## src/sv/pfm_pkg.sv

```systemverilog
`timescale 1ns / 1ps
// ----------------------------------------------------------------------------
// pfm_pkg
// Shared types and constants for the pluck excitation / feedback mixer.
// ----------------------------------------------------------------------------
package pfm_pkg;

   localparam int SAMPLE_BITS_DEF = 16;
   localparam int PERIOD_BITS_DEF = 16;
   localparam int QUEUE_DEPTH_DEF = 4;

   localparam int CSR_DATA_BITS  = 16;
   localparam int CSR_INDEX_BITS = 2;
   localparam int MODE_BITS      = 2;

   // scale fraction bits (Q2.14)
   localparam int SCALE_FRAC = 14;

   // register indexes
   localparam logic [CSR_INDEX_BITS-1:0] CSR_MIX_FOREVER    = 2'd0;
   localparam logic [CSR_INDEX_BITS-1:0] CSR_MIX_PERIODS_Q8 = 2'd1;
   localparam logic [CSR_INDEX_BITS-1:0] CSR_LOOP_SCALE     = 2'd2;
   localparam logic [CSR_INDEX_BITS-1:0] CSR_INIT_SCALE     = 2'd3;

   localparam logic signed [15:0] SCALE_RESET = 16'sd16384;

   // how a sample is rendered by the back end
   typedef enum logic [MODE_BITS-1:0] {
      MODE_MUTE,
      MODE_EXCITE,
      MODE_MIX,
      MODE_PASS
   } pfm_mode_type;

   typedef struct packed {
      logic               mix_forever;
      logic [15:0]        mix_periods_q8;
      logic signed [15:0] loop_scale;
      logic signed [15:0] init_scale;
   } pfm_cfg_type;

endpackage

```

## src/sv/pfm_fifo.sv

```systemverilog
`timescale 1ns / 1ps
// ----------------------------------------------------------------------------
// pfm_fifo
// Short register queue between the classifying front end and the datapath.
// ----------------------------------------------------------------------------
module pfm_fifo #(
   parameter int WIDTH = 8,
   parameter int DEPTH = 4
) (
   input  logic             clock,
   input  logic             reset,
   input  logic             push,
   input  logic [WIDTH-1:0] push_data,
   input  logic             pop,
   output logic [WIDTH-1:0] pop_data,
   output logic             full,
   output logic             empty
);

   localparam int PTR_BITS = (DEPTH > 1) ? $clog2(DEPTH) : 1;
   localparam int CNT_BITS = $clog2(DEPTH + 1);

   logic [WIDTH-1:0]    mem_ff [DEPTH];
   logic [PTR_BITS-1:0] wr_ptr_ff, wr_ptr_in;
   logic [PTR_BITS-1:0] rd_ptr_ff, rd_ptr_in;
   logic [CNT_BITS-1:0] count_ff, count_in;
   logic                do_push, do_pop;

   assign full     = (count_ff == CNT_BITS'(DEPTH));
   assign empty    = (count_ff == '0);
   assign do_push  = push && !full;
   assign do_pop   = pop && !empty;
   assign pop_data = mem_ff[rd_ptr_ff];

   function automatic logic [PTR_BITS-1:0] ptr_next(input logic [PTR_BITS-1:0] p);
      if (p == PTR_BITS'(DEPTH - 1)) begin
         return '0;
      end
      return p + 1'b1;
   endfunction

   always_comb begin
      wr_ptr_in = do_push ? ptr_next(wr_ptr_ff) : wr_ptr_ff;
      rd_ptr_in = do_pop ? ptr_next(rd_ptr_ff) : rd_ptr_ff;
      count_in  = count_ff;
      if (do_push && !do_pop) begin
         count_in = count_ff + 1'b1;
      end else if (do_pop && !do_push) begin
         count_in = count_ff - 1'b1;
      end
   end

   always_ff @(posedge clock) begin
      if (reset) begin
         wr_ptr_ff <= '0;
         rd_ptr_ff <= '0;
         count_ff  <= '0;
      end else begin
         wr_ptr_ff <= wr_ptr_in;
         rd_ptr_ff <= rd_ptr_in;
         count_ff  <= count_in;
      end
   end

   always_ff @(posedge clock) begin
      if (do_push) begin
         mem_ff[wr_ptr_ff] <= push_data;
      end
   end

endmodule

```

## src/sv/pfm_front.sv

```systemverilog
`timescale 1ns / 1ps
// ----------------------------------------------------------------------------
// pfm_front
// Accepts samples, tracks cue and phase counters, tags each sample's mode.
// ----------------------------------------------------------------------------
module pfm_front
   import pfm_pkg::*;
#(
   parameter int SAMPLE_BITS = SAMPLE_BITS_DEF,
   parameter int PERIOD_BITS = PERIOD_BITS_DEF
) (
   input  logic                          clock,
   input  logic                          reset,
   input  pfm_cfg_type                   cfg,
   input  logic                          req_valid,
   output logic                          req_ready,
   input  logic signed [SAMPLE_BITS-1:0] req_cue_level,
   input  logic [PERIOD_BITS-1:0]        req_delay_samples,
   input  logic signed [SAMPLE_BITS-1:0] req_feedback_sample,
   input  logic signed [SAMPLE_BITS-1:0] req_excite_sample,
   input  logic                          q_full,
   output logic                          q_push,
   output logic [MODE_BITS+3*SAMPLE_BITS-1:0] q_data
);

   localparam int MIX_BITS  = PERIOD_BITS + 8;
   localparam int PROD_BITS = PERIOD_BITS + 16;

   logic                   muted_ff, muted_in;
   logic [PERIOD_BITS-1:0] period_ff, period_in;
   logic [MIX_BITS-1:0]    mix_ff, mix_in;
   logic [SAMPLE_BITS-1:0] held_ff, held_in;

   logic                   cue_nz;
   logic                   muted_n;
   logic [PERIOD_BITS-1:0] period_n;
   logic [MIX_BITS-1:0]    mix_n;
   logic [SAMPLE_BITS-1:0] held_n;
   logic [PROD_BITS-1:0]   mix_prod;
   pfm_mode_type           mode;

   assign req_ready = !q_full;
   assign q_push    = req_valid && req_ready;

   always_comb begin
      cue_nz   = (req_cue_level != '0);
      mix_prod = PROD_BITS'(cfg.mix_periods_q8) * PROD_BITS'(req_delay_samples);
      held_n   = cue_nz ? req_cue_level : held_ff;
      period_n = cue_nz ? req_delay_samples : period_ff;
      mix_n    = cue_nz ? mix_prod[PROD_BITS-1:8] : mix_ff;
      muted_n  = cue_nz ? req_cue_level[SAMPLE_BITS-1] : muted_ff;

      period_in = period_n;
      mix_in    = mix_n;
      if (muted_n) begin
         mode = MODE_MUTE;
      end else if (period_n != '0) begin
         mode      = MODE_EXCITE;
         period_in = period_n - 1'b1;
      end else if (cfg.mix_forever || (mix_n != '0)) begin
         mode = MODE_MIX;
         if (!cfg.mix_forever) begin
            mix_in = mix_n - 1'b1;
         end
      end else begin
         mode = MODE_PASS;
      end
      muted_in = muted_n;
      held_in  = held_n;
   end

   assign q_data = {mode, held_n, req_feedback_sample, req_excite_sample};

   always_ff @(posedge clock) begin
      if (reset) begin
         muted_ff  <= 1'b1;
         period_ff <= '0;
         mix_ff    <= '0;
         held_ff   <= '0;
      end else if (q_push) begin
         muted_ff  <= muted_in;
         period_ff <= period_in;
         mix_ff    <= mix_in;
         held_ff   <= held_in;
      end
   end

endmodule

```

## src/sv/pfm_back.sv

```systemverilog
`timescale 1ns / 1ps
// ----------------------------------------------------------------------------
// pfm_back
// Three-stage multiply, mix and saturate datapath with the output register.
// ----------------------------------------------------------------------------
module pfm_back
   import pfm_pkg::*;
#(
   parameter int SAMPLE_BITS = SAMPLE_BITS_DEF
) (
   input  logic                               clock,
   input  logic                               reset,
   input  pfm_cfg_type                        cfg,
   input  logic                               q_empty,
   input  logic [MODE_BITS+3*SAMPLE_BITS-1:0] q_data,
   output logic                               q_pop,
   output logic                               rsp_valid,
   input  logic                               rsp_ready,
   output logic signed [SAMPLE_BITS-1:0]      rsp_out_sample
);

   localparam int S   = SAMPLE_BITS;
   localparam int AW  = S + 18;
   localparam logic signed [S-1:0] SMAX = {1'b0, {(S-1){1'b1}}};
   localparam logic signed [S-1:0] SMIN = {1'b1, {(S-1){1'b0}}};

   logic                 advance;
   pfm_mode_type         q_mode;
   logic signed [S-1:0]  q_held, q_fb, q_ex;

   // stage a: cue times excitation
   logic                 valid_a_ff;
   pfm_mode_type         mode_a_ff;
   logic signed [S-1:0]  fb_a_ff;
   logic signed [2*S-1:0] prod_a_ff;

   // stage b: scaled feedback and scaled excitation
   logic                 valid_b_ff;
   pfm_mode_type         mode_b_ff;
   logic signed [S-1:0]  fb_b_ff;
   logic signed [S:0]    ce_b_ff;
   logic signed [S+15:0] loop_prod_b_ff;
   logic signed [S+16:0] init_prod_b_ff;

   logic signed [2*S-1:0] ce_full;
   logic signed [S:0]     ce_a;
   logic signed [S+15:0]  loop_prod_in;
   logic signed [S+16:0]  init_prod_in;

   logic signed [AW-1:0] mix_sum, mix_sh;
   logic signed [S-1:0]  ce_sat, mix_sat;

   logic                rsp_valid_ff, rsp_valid_in;
   logic signed [S-1:0] rsp_out_ff, rsp_out_in;

   assign advance = !(rsp_valid_ff && !rsp_ready);
   assign q_pop   = advance && !q_empty;

   assign q_mode = pfm_mode_type'(q_data[MODE_BITS+3*S-1:3*S]);
   assign q_held = q_data[3*S-1:2*S];
   assign q_fb   = q_data[2*S-1:S];
   assign q_ex   = q_data[S-1:0];

   always_comb begin
      ce_full      = prod_a_ff >>> (S - 1);
      ce_a         = ce_full[S:0];
      loop_prod_in = cfg.loop_scale * fb_a_ff;
      init_prod_in = cfg.init_scale * ce_a;
   end

   always_comb begin
      mix_sum = {{2{loop_prod_b_ff[S+15]}}, loop_prod_b_ff}
              + {init_prod_b_ff[S+16], init_prod_b_ff};
      mix_sh  = mix_sum >>> SCALE_FRAC;

      // clamp when the bits above the sample range disagree with its sign
      if (ce_b_ff[S] == ce_b_ff[S-1]) begin
         ce_sat = ce_b_ff[S-1:0];
      end else begin
         ce_sat = ce_b_ff[S] ? SMIN : SMAX;
      end
      if ((mix_sh[AW-1:S-1] == '0) || (mix_sh[AW-1:S-1] == '1)) begin
         mix_sat = mix_sh[S-1:0];
      end else begin
         mix_sat = mix_sh[AW-1] ? SMIN : SMAX;
      end

      unique case (mode_b_ff)
         MODE_MUTE:   rsp_out_in = '0;
         MODE_EXCITE: rsp_out_in = ce_sat;
         MODE_MIX:    rsp_out_in = mix_sat;
         MODE_PASS:   rsp_out_in = fb_b_ff;
         default:     rsp_out_in = '0;
      endcase
      rsp_valid_in = valid_b_ff;
   end

   always_ff @(posedge clock) begin
      if (reset) begin
         valid_a_ff   <= 1'b0;
         valid_b_ff   <= 1'b0;
         rsp_valid_ff <= 1'b0;
      end else if (advance) begin
         valid_a_ff   <= q_pop;
         valid_b_ff   <= valid_a_ff;
         rsp_valid_ff <= rsp_valid_in;
      end
   end

   always_ff @(posedge clock) begin
      if (advance) begin
         mode_a_ff      <= q_mode;
         fb_a_ff        <= q_fb;
         prod_a_ff      <= q_held * q_ex;
         mode_b_ff      <= mode_a_ff;
         fb_b_ff        <= fb_a_ff;
         ce_b_ff        <= ce_a;
         loop_prod_b_ff <= loop_prod_in;
         init_prod_b_ff <= init_prod_in;
         rsp_out_ff     <= rsp_out_in;
      end
   end

   assign rsp_valid      = rsp_valid_ff;
   assign rsp_out_sample = rsp_out_ff;

endmodule

```

## src/sv/pluck_excitation_feedback_mixer.sv

```systemverilog
`timescale 1ns / 1ps
// ----------------------------------------------------------------------------
// pluck_excitation_feedback_mixer
// Per-sample pluck excitation and string feedback mixer with saturation.
//
//   channel  dir   transfer when        payload
//   req_     in    req_valid&req_ready  cue_level, delay_samples,
//                                       feedback_sample, excite_sample
//   rsp_     out   rsp_valid&rsp_ready  out_sample
//   csr_     in    csr_we               csr_index, csr_wdata
//
// one sample per cycle sustained while rsp_ready stays high; each result passes
// the queue write, product stage, scale stage and output register in that order
// the front end takes a sample whenever the queue has room, so input
// transfers continue while a result waits on rsp_ready, up to the queue depth
// synchronous reset clears the cue/phase state (muted) and loads the
// register defaults; no clearing pass
// ----------------------------------------------------------------------------
module pluck_excitation_feedback_mixer
   import pfm_pkg::*;
#(
   parameter int SAMPLE_BITS = SAMPLE_BITS_DEF,
   parameter int PERIOD_BITS = PERIOD_BITS_DEF,
   parameter int QUEUE_DEPTH = QUEUE_DEPTH_DEF
) (
   input  logic                          clock,
   input  logic                          reset,
   // sample input
   input  logic                          req_valid,
   output logic                          req_ready,
   input  logic signed [SAMPLE_BITS-1:0] req_cue_level,
   input  logic [PERIOD_BITS-1:0]        req_delay_samples,
   input  logic signed [SAMPLE_BITS-1:0] req_feedback_sample,
   input  logic signed [SAMPLE_BITS-1:0] req_excite_sample,
   // sample output
   output logic                          rsp_valid,
   input  logic                          rsp_ready,
   output logic signed [SAMPLE_BITS-1:0] rsp_out_sample,
   // register writes
   input  logic                          csr_we,
   input  logic [CSR_INDEX_BITS-1:0]     csr_index,
   input  logic [CSR_DATA_BITS-1:0]      csr_wdata
);

   localparam int QW = MODE_BITS + 3 * SAMPLE_BITS;

   pfm_cfg_type   cfg_ff, cfg_in;

   logic          q_push, q_pop, q_full, q_empty;
   logic [QW-1:0] q_wdata, q_rdata;

   // register file; the user must write it only while the mixer is idle, the block does not enforce this
   always_comb begin
      cfg_in = cfg_ff;
      if (csr_we) begin
         unique case (csr_index)
            CSR_MIX_FOREVER:    cfg_in.mix_forever    = csr_wdata[0];
            CSR_MIX_PERIODS_Q8: cfg_in.mix_periods_q8 = csr_wdata;
            CSR_LOOP_SCALE:     cfg_in.loop_scale     = csr_wdata;
            CSR_INIT_SCALE:     cfg_in.init_scale     = csr_wdata;
            default:            cfg_in = cfg_ff;
         endcase
      end
   end

   always_ff @(posedge clock) begin
      if (reset) begin
         cfg_ff.mix_forever    <= 1'b0;
         cfg_ff.mix_periods_q8 <= '0;
         cfg_ff.loop_scale     <= SCALE_RESET;
         cfg_ff.init_scale     <= SCALE_RESET;
      end else begin
         cfg_ff <= cfg_in;
      end
   end

   // front end: cue latch, phase counters, mode tag
   pfm_front #(
      .SAMPLE_BITS (SAMPLE_BITS),
      .PERIOD_BITS (PERIOD_BITS)
   ) u_front (
      .clock               (clock),
      .reset               (reset),
      .cfg                 (cfg_ff),
      .req_valid           (req_valid),
      .req_ready           (req_ready),
      .req_cue_level       (req_cue_level),
      .req_delay_samples   (req_delay_samples),
      .req_feedback_sample (req_feedback_sample),
      .req_excite_sample   (req_excite_sample),
      .q_full              (q_full),
      .q_push              (q_push),
      .q_data              (q_wdata)
   );

   // decoupling queue
   pfm_fifo #(
      .WIDTH (QW),
      .DEPTH (QUEUE_DEPTH)
   ) u_queue (
      .clock     (clock),
      .reset     (reset),
      .push      (q_push),
      .push_data (q_wdata),
      .pop       (q_pop),
      .pop_data  (q_rdata),
      .full      (q_full),
      .empty     (q_empty)
   );

   // back end: multiply, mix, saturate, hold result
   pfm_back #(
      .SAMPLE_BITS (SAMPLE_BITS)
   ) u_back (
      .clock          (clock),
      .reset          (reset),
      .cfg            (cfg_ff),
      .q_empty        (q_empty),
      .q_data         (q_rdata),
      .q_pop          (q_pop),
      .rsp_valid      (rsp_valid),
      .rsp_ready      (rsp_ready),
      .rsp_out_sample (rsp_out_sample)
   );

endmodule

```

## config.mk

```make
export PLATFORM = sky130hd
export DESIGN_NAME = pluck_excitation_feedback_mixer
export DESIGN_NICKNAME = d
export VERILOG_FILES = /design/src/sv/pfm_pkg.sv /design/src/sv/pfm_fifo.sv /design/src/sv/pfm_front.sv /design/src/sv/pfm_back.sv /design/src/sv/pluck_excitation_feedback_mixer.sv
export SDC_FILE = /design/constraint.sdc
export NUM_CORES = 2
export LEC_CHECK = 0
export BUFFER_PORTS_ARGS = -buffer_cell sky130_fd_sc_hd__buf_2
export CAP_MARGIN = 20
export CORE_MARGIN = 1.5
export CORE_UTILIZATION = 50
export DETAILED_ROUTE_END_ITERATION = 8
export PLACE_DENSITY_LB_ADDON = 0.3
export SLEW_MARGIN = 5
export SYNTH_ARGS = -nofsm -noshare
export SYNTH_HDL_FRONTEND = slang
export SYNTH_SLANG_ARGS = --single-unit
```

## constraint.sdc

```tcl
create_clock -name clock -period 19.8 [get_ports clock]
set_clock_uncertainty 0.2 [all_clocks]
set_input_delay 1.98 -clock clock [delete_from_list [all_inputs] [get_ports clock]]
set_output_delay 1.98 -clock clock [all_outputs]
set_load 0.1 [all_outputs]
```

==> key figures <==
Outcome
  – Outcome: finished, final reports clean

Yosys
  – Simple-gate share of the synthesized area: 13.7%
  – Most used DFF post-synth: edfxtp_1
  – Net Count, Synth: 7,176
  – Adder-Cell Fraction of Synth Area: 43.3%
  – Largest family of logic cells by synthesized area: adder cells
  – Unique masters post-synth: 89
  – Post-synth top area cell: fa_1
  – Post-synth top cells: inv_1 (1,063), fa_1 (993), nand2_1 (877)
  – EDFF count, synth: 351
  – Most frequent cell after synthesis: inv_1
  – Synthesized area per cell: 10.0 um^2
  – Asr flop ratio synth: 0%
  – Cell count after synthesis: 5,707
  – YS warnings: 0
  – Synth Area in XOR/XNOR: 2.04%
  – Sequential area share after synthesis: 22.6%
  – Multiplexer share of the synthesized area: 2.54%
  – Seq cells post-synth: 469
  – Synth top area share: 34.7%
  – Synth top area cells: fa_1 (35%), edfxtp_1 (18%), ha_1 (8.5%)
  – Synthesized cell area: 0.0572 mm^2
  – Synth Area in Compound Gates: 7.32%

CTS
  – H-tree depth: 2
  – Worst skew pair latency: 650 ps
  – CTS Buf Count: 54
  – Clk root buf: clkbuf_16
  – Post-CTS Setup Inserts: 0
  – Clk sinks: 469
  – CTS resizes: 0
  – Clock tree from TritonCTS: built
  – Post-CTS Hold Fix Bufs: 0
  – Clock transition at path regs: 60 ps
  – Clock Tree Buf Depth: 3

Die
  – Chip height: 341 um
  – Initial Util: 50.6%
  – Core area: 0.113 mm^2
  – Die width: 341 um
  – DIE AREA: 0.116 mm^2
  – IO Pins: 105
  – Rows: 123

Setup path
  – Critical path capture point type: flop
  – Most common cell on crit path: fa_1
  – R2R setup slack: 10,730 ps
  – Buf/Inv on CP: 2
  – CP peak stage delay: 600 ps
  – Crit start category: input port
  – CP Cell Sequence: buf_2 > nand2_1 > fa_1 > fa_1 > fa_1 > fa_1 > fa_1 > fa_1 > inv_1 > ha_1 > a21oi_1 > nand2_1 > o22a_1 > o2111a_2 > o21ai_1 > xor2_1 > a41oi_1 > nor4_2 > a41oi_1 > and2_1 > o21ba_2 > a21oi_1
  – Arr. time, crit path: 9580 ps
  – Slowest cell on crit path: fa_1
  – Required time of the critical path: 20,160 ps
  – Worst path top cell family by delay: adder cells
  – Number of cells on the critical path: 22
  – Worst-path maximum fanout: 21
  – R2R depth: 26
  – Crit Path Category: input port to flop

Placement
  – Routability cong.: 0.897
  – Post-DP HPWL: 107,000 um
  – Placed Area: 0.0591 mm^2
  – Cells after DPL: 7,128
  – IO Port Bufs: 104

STA
  – Final max-slew violation count: 0
  – RSZ-0062 raised after global routing: no
  – Crit share post-route: 46.5%
  – Final Hold Fails: 0
  – Worst-Margin Slew: 1180 ps
  – Post-layout minimum cycle time: 9220 ps
  – TNS Setup: 0 ps
  – Final setup viols: 0
  – Relative slew slack: 21.5%
  – Achievable Freq: 0.109 GHz
  – Hold slack: 223 ps

GRT
  – Number of global-route vias before repair: 42,159
  – Initial antenna violation count: 5
  – GRT Total Usage: 24.6%
  – Gr ovfl total: 0
  – First-pass GRT wire length: 227,000 um
  – Largest net degree at the start of global routing: 92

Detailed routing
  – Vias: 39,711
  – WL/cell: 19.2 um
  – Antenna Nets Post-Route: 0
  – Iter 0 DRT Violations: 2,533
  – Via-to-Cell Ratio: 5.49
  – Routed wire length: 139,000 um
  – First drt pass iteration count: 5
  – DR DRC count: 0

Run
  – Max_cap viols: 0

Final layout
  – Area Growth Syn to Fin: 6.57%
  – Fill count: 10,000
  – Layout Cells excl Fill: 7,234
  – Layout cell share with drive strength beyond 1: 5.88%
  – Fin nets: 7,153
  – FF/Latch Area: 0.0129 mm^2
  – Post-route design area: 0.0610 mm^2
  – Multi-input gate area: 0.0394 mm^2

Hold path
  – Worst Hold Depth: 0
  – Hold Path Class: flop to flop
## logic make-up (layout without fill, tap and decap cells)
| family | Yosys count | count (layout) |
|---|---|---|
| flip-flops | 469 | 469 |
| other | 0 | 5 |
| multiplexers | 100 | 100 |
| AO/OA/AOI/OAI | 638 | 638 |
| XOR/XNOR | 133 | 133 |
| buffers and inverters | 1302 | 1324 |
| adder cells (fa/ha/maj) | 1382 | 1382 |
| AND/OR/NAND/NOR | 1683 | 1683 |
## placed cells by master, fill, tap and decap left out, drive strengths merged, types with 46 or more instances in the layout
cell type	netlist	layout
fa	993	993
a21oi	212	212
nand2	877	877
clkbuf	219	59
a21o	67	67
o21ai	126	126
and2	358	358
nand2b	49	49
xnor2	102	102
ha	389	389
inv	1063	1065
nor2	177	177
edfxtp	351	351
dfxtp	118	118
nor3	48	48
mux2i	46	46
buf	20	160
## state kept, by name (all words and copies together) (netlist names), 2 cells and up, named ones only
name,count
cfg_ff,49
u_back.ce_b_ff,17
u_back.fb_a_ff,16
u_back.fb_b_ff,16
u_back.init_prod_b_ff,33
u_back.loop_prod_b_ff,32
u_back.mode_a_ff,2
u_back.mode_b_ff,2
u_back.prod_a_ff,17
u_back.rsp_out_sample,16
u_front.held_ff,16
u_front.mix_ff,24
u_front.period_ff,16
u_queue.count_ff,3
u_queue.mem_ff,200
u_queue.rd_ptr_ff,2
u_queue.wr_ptr_ff,2
## stage by stage
stage / setup slack [ps] / utilization (%)
3_5_place_dp: 10070 / 52.4
2_1_floorplan: 10820 / -
6_report: 10580 / 54.0
4_1_cts: 10590 / 54.0
3_3_place_gp: 10210 / 52.3
5_1_grt: 9990 / 54.0
## final cells by class
class                           instances  area share, %
Antenna cell                            5         0.0205
Clock buffer                           59           2.25
Clock inverter                         42          0.726
Inverter                             1063           6.55
Multi-Input combinational cell       3936           64.6
Sequential cell                       469           21.2
Tap cell                             1500           3.08
Timing Repair Buffer                  160           1.55
## final timing paths
path / startpoint / end
hold reg to reg: u_back.mode_a_ff[1] / u_back.mode_b_ff[1]
setup / recovery: req_delay_samples[4] / u_front.mix_ff[15]
setup reg to reg: flop / u_back.prod_a_ff[31]
hold / removal: u_back.mode_a_ff[1] / u_back.mode_b_ff[1]
## layer usage
layer	GRT usage [%]	routed length, um
met5	0	34
met4	6.40	3390
met3	3.73	9790
met2	41.5	66900
met1	33.3	58800
## worst reg2reg max path, cell delays in order (launching register included)
cell and delay, ps:
dfxtp_4 700, buf_4 690, mux2_2 300, o21a_1 540, nand2_1 160, fa_1 500, inv_1 50, fa_1 580
fa_1 460, fa_1 540, inv_1 60, fa_1 500, inv_1 50, fa_1 460, ha_1 300, a211oi_1 280
nand2_1 90, nor4_1 360, o21a_1 370, o31ai_4 140, a41oi_2 400, a2111oi_4 170, nor2_1 190, o21ai_1 130
a2111oi_0 390, or3_1 180, xnor2_1 60
Power is left out: the tool's default activity adds up to more than one toggle a clock period on the data nets, which glitch-free logic cannot reach.
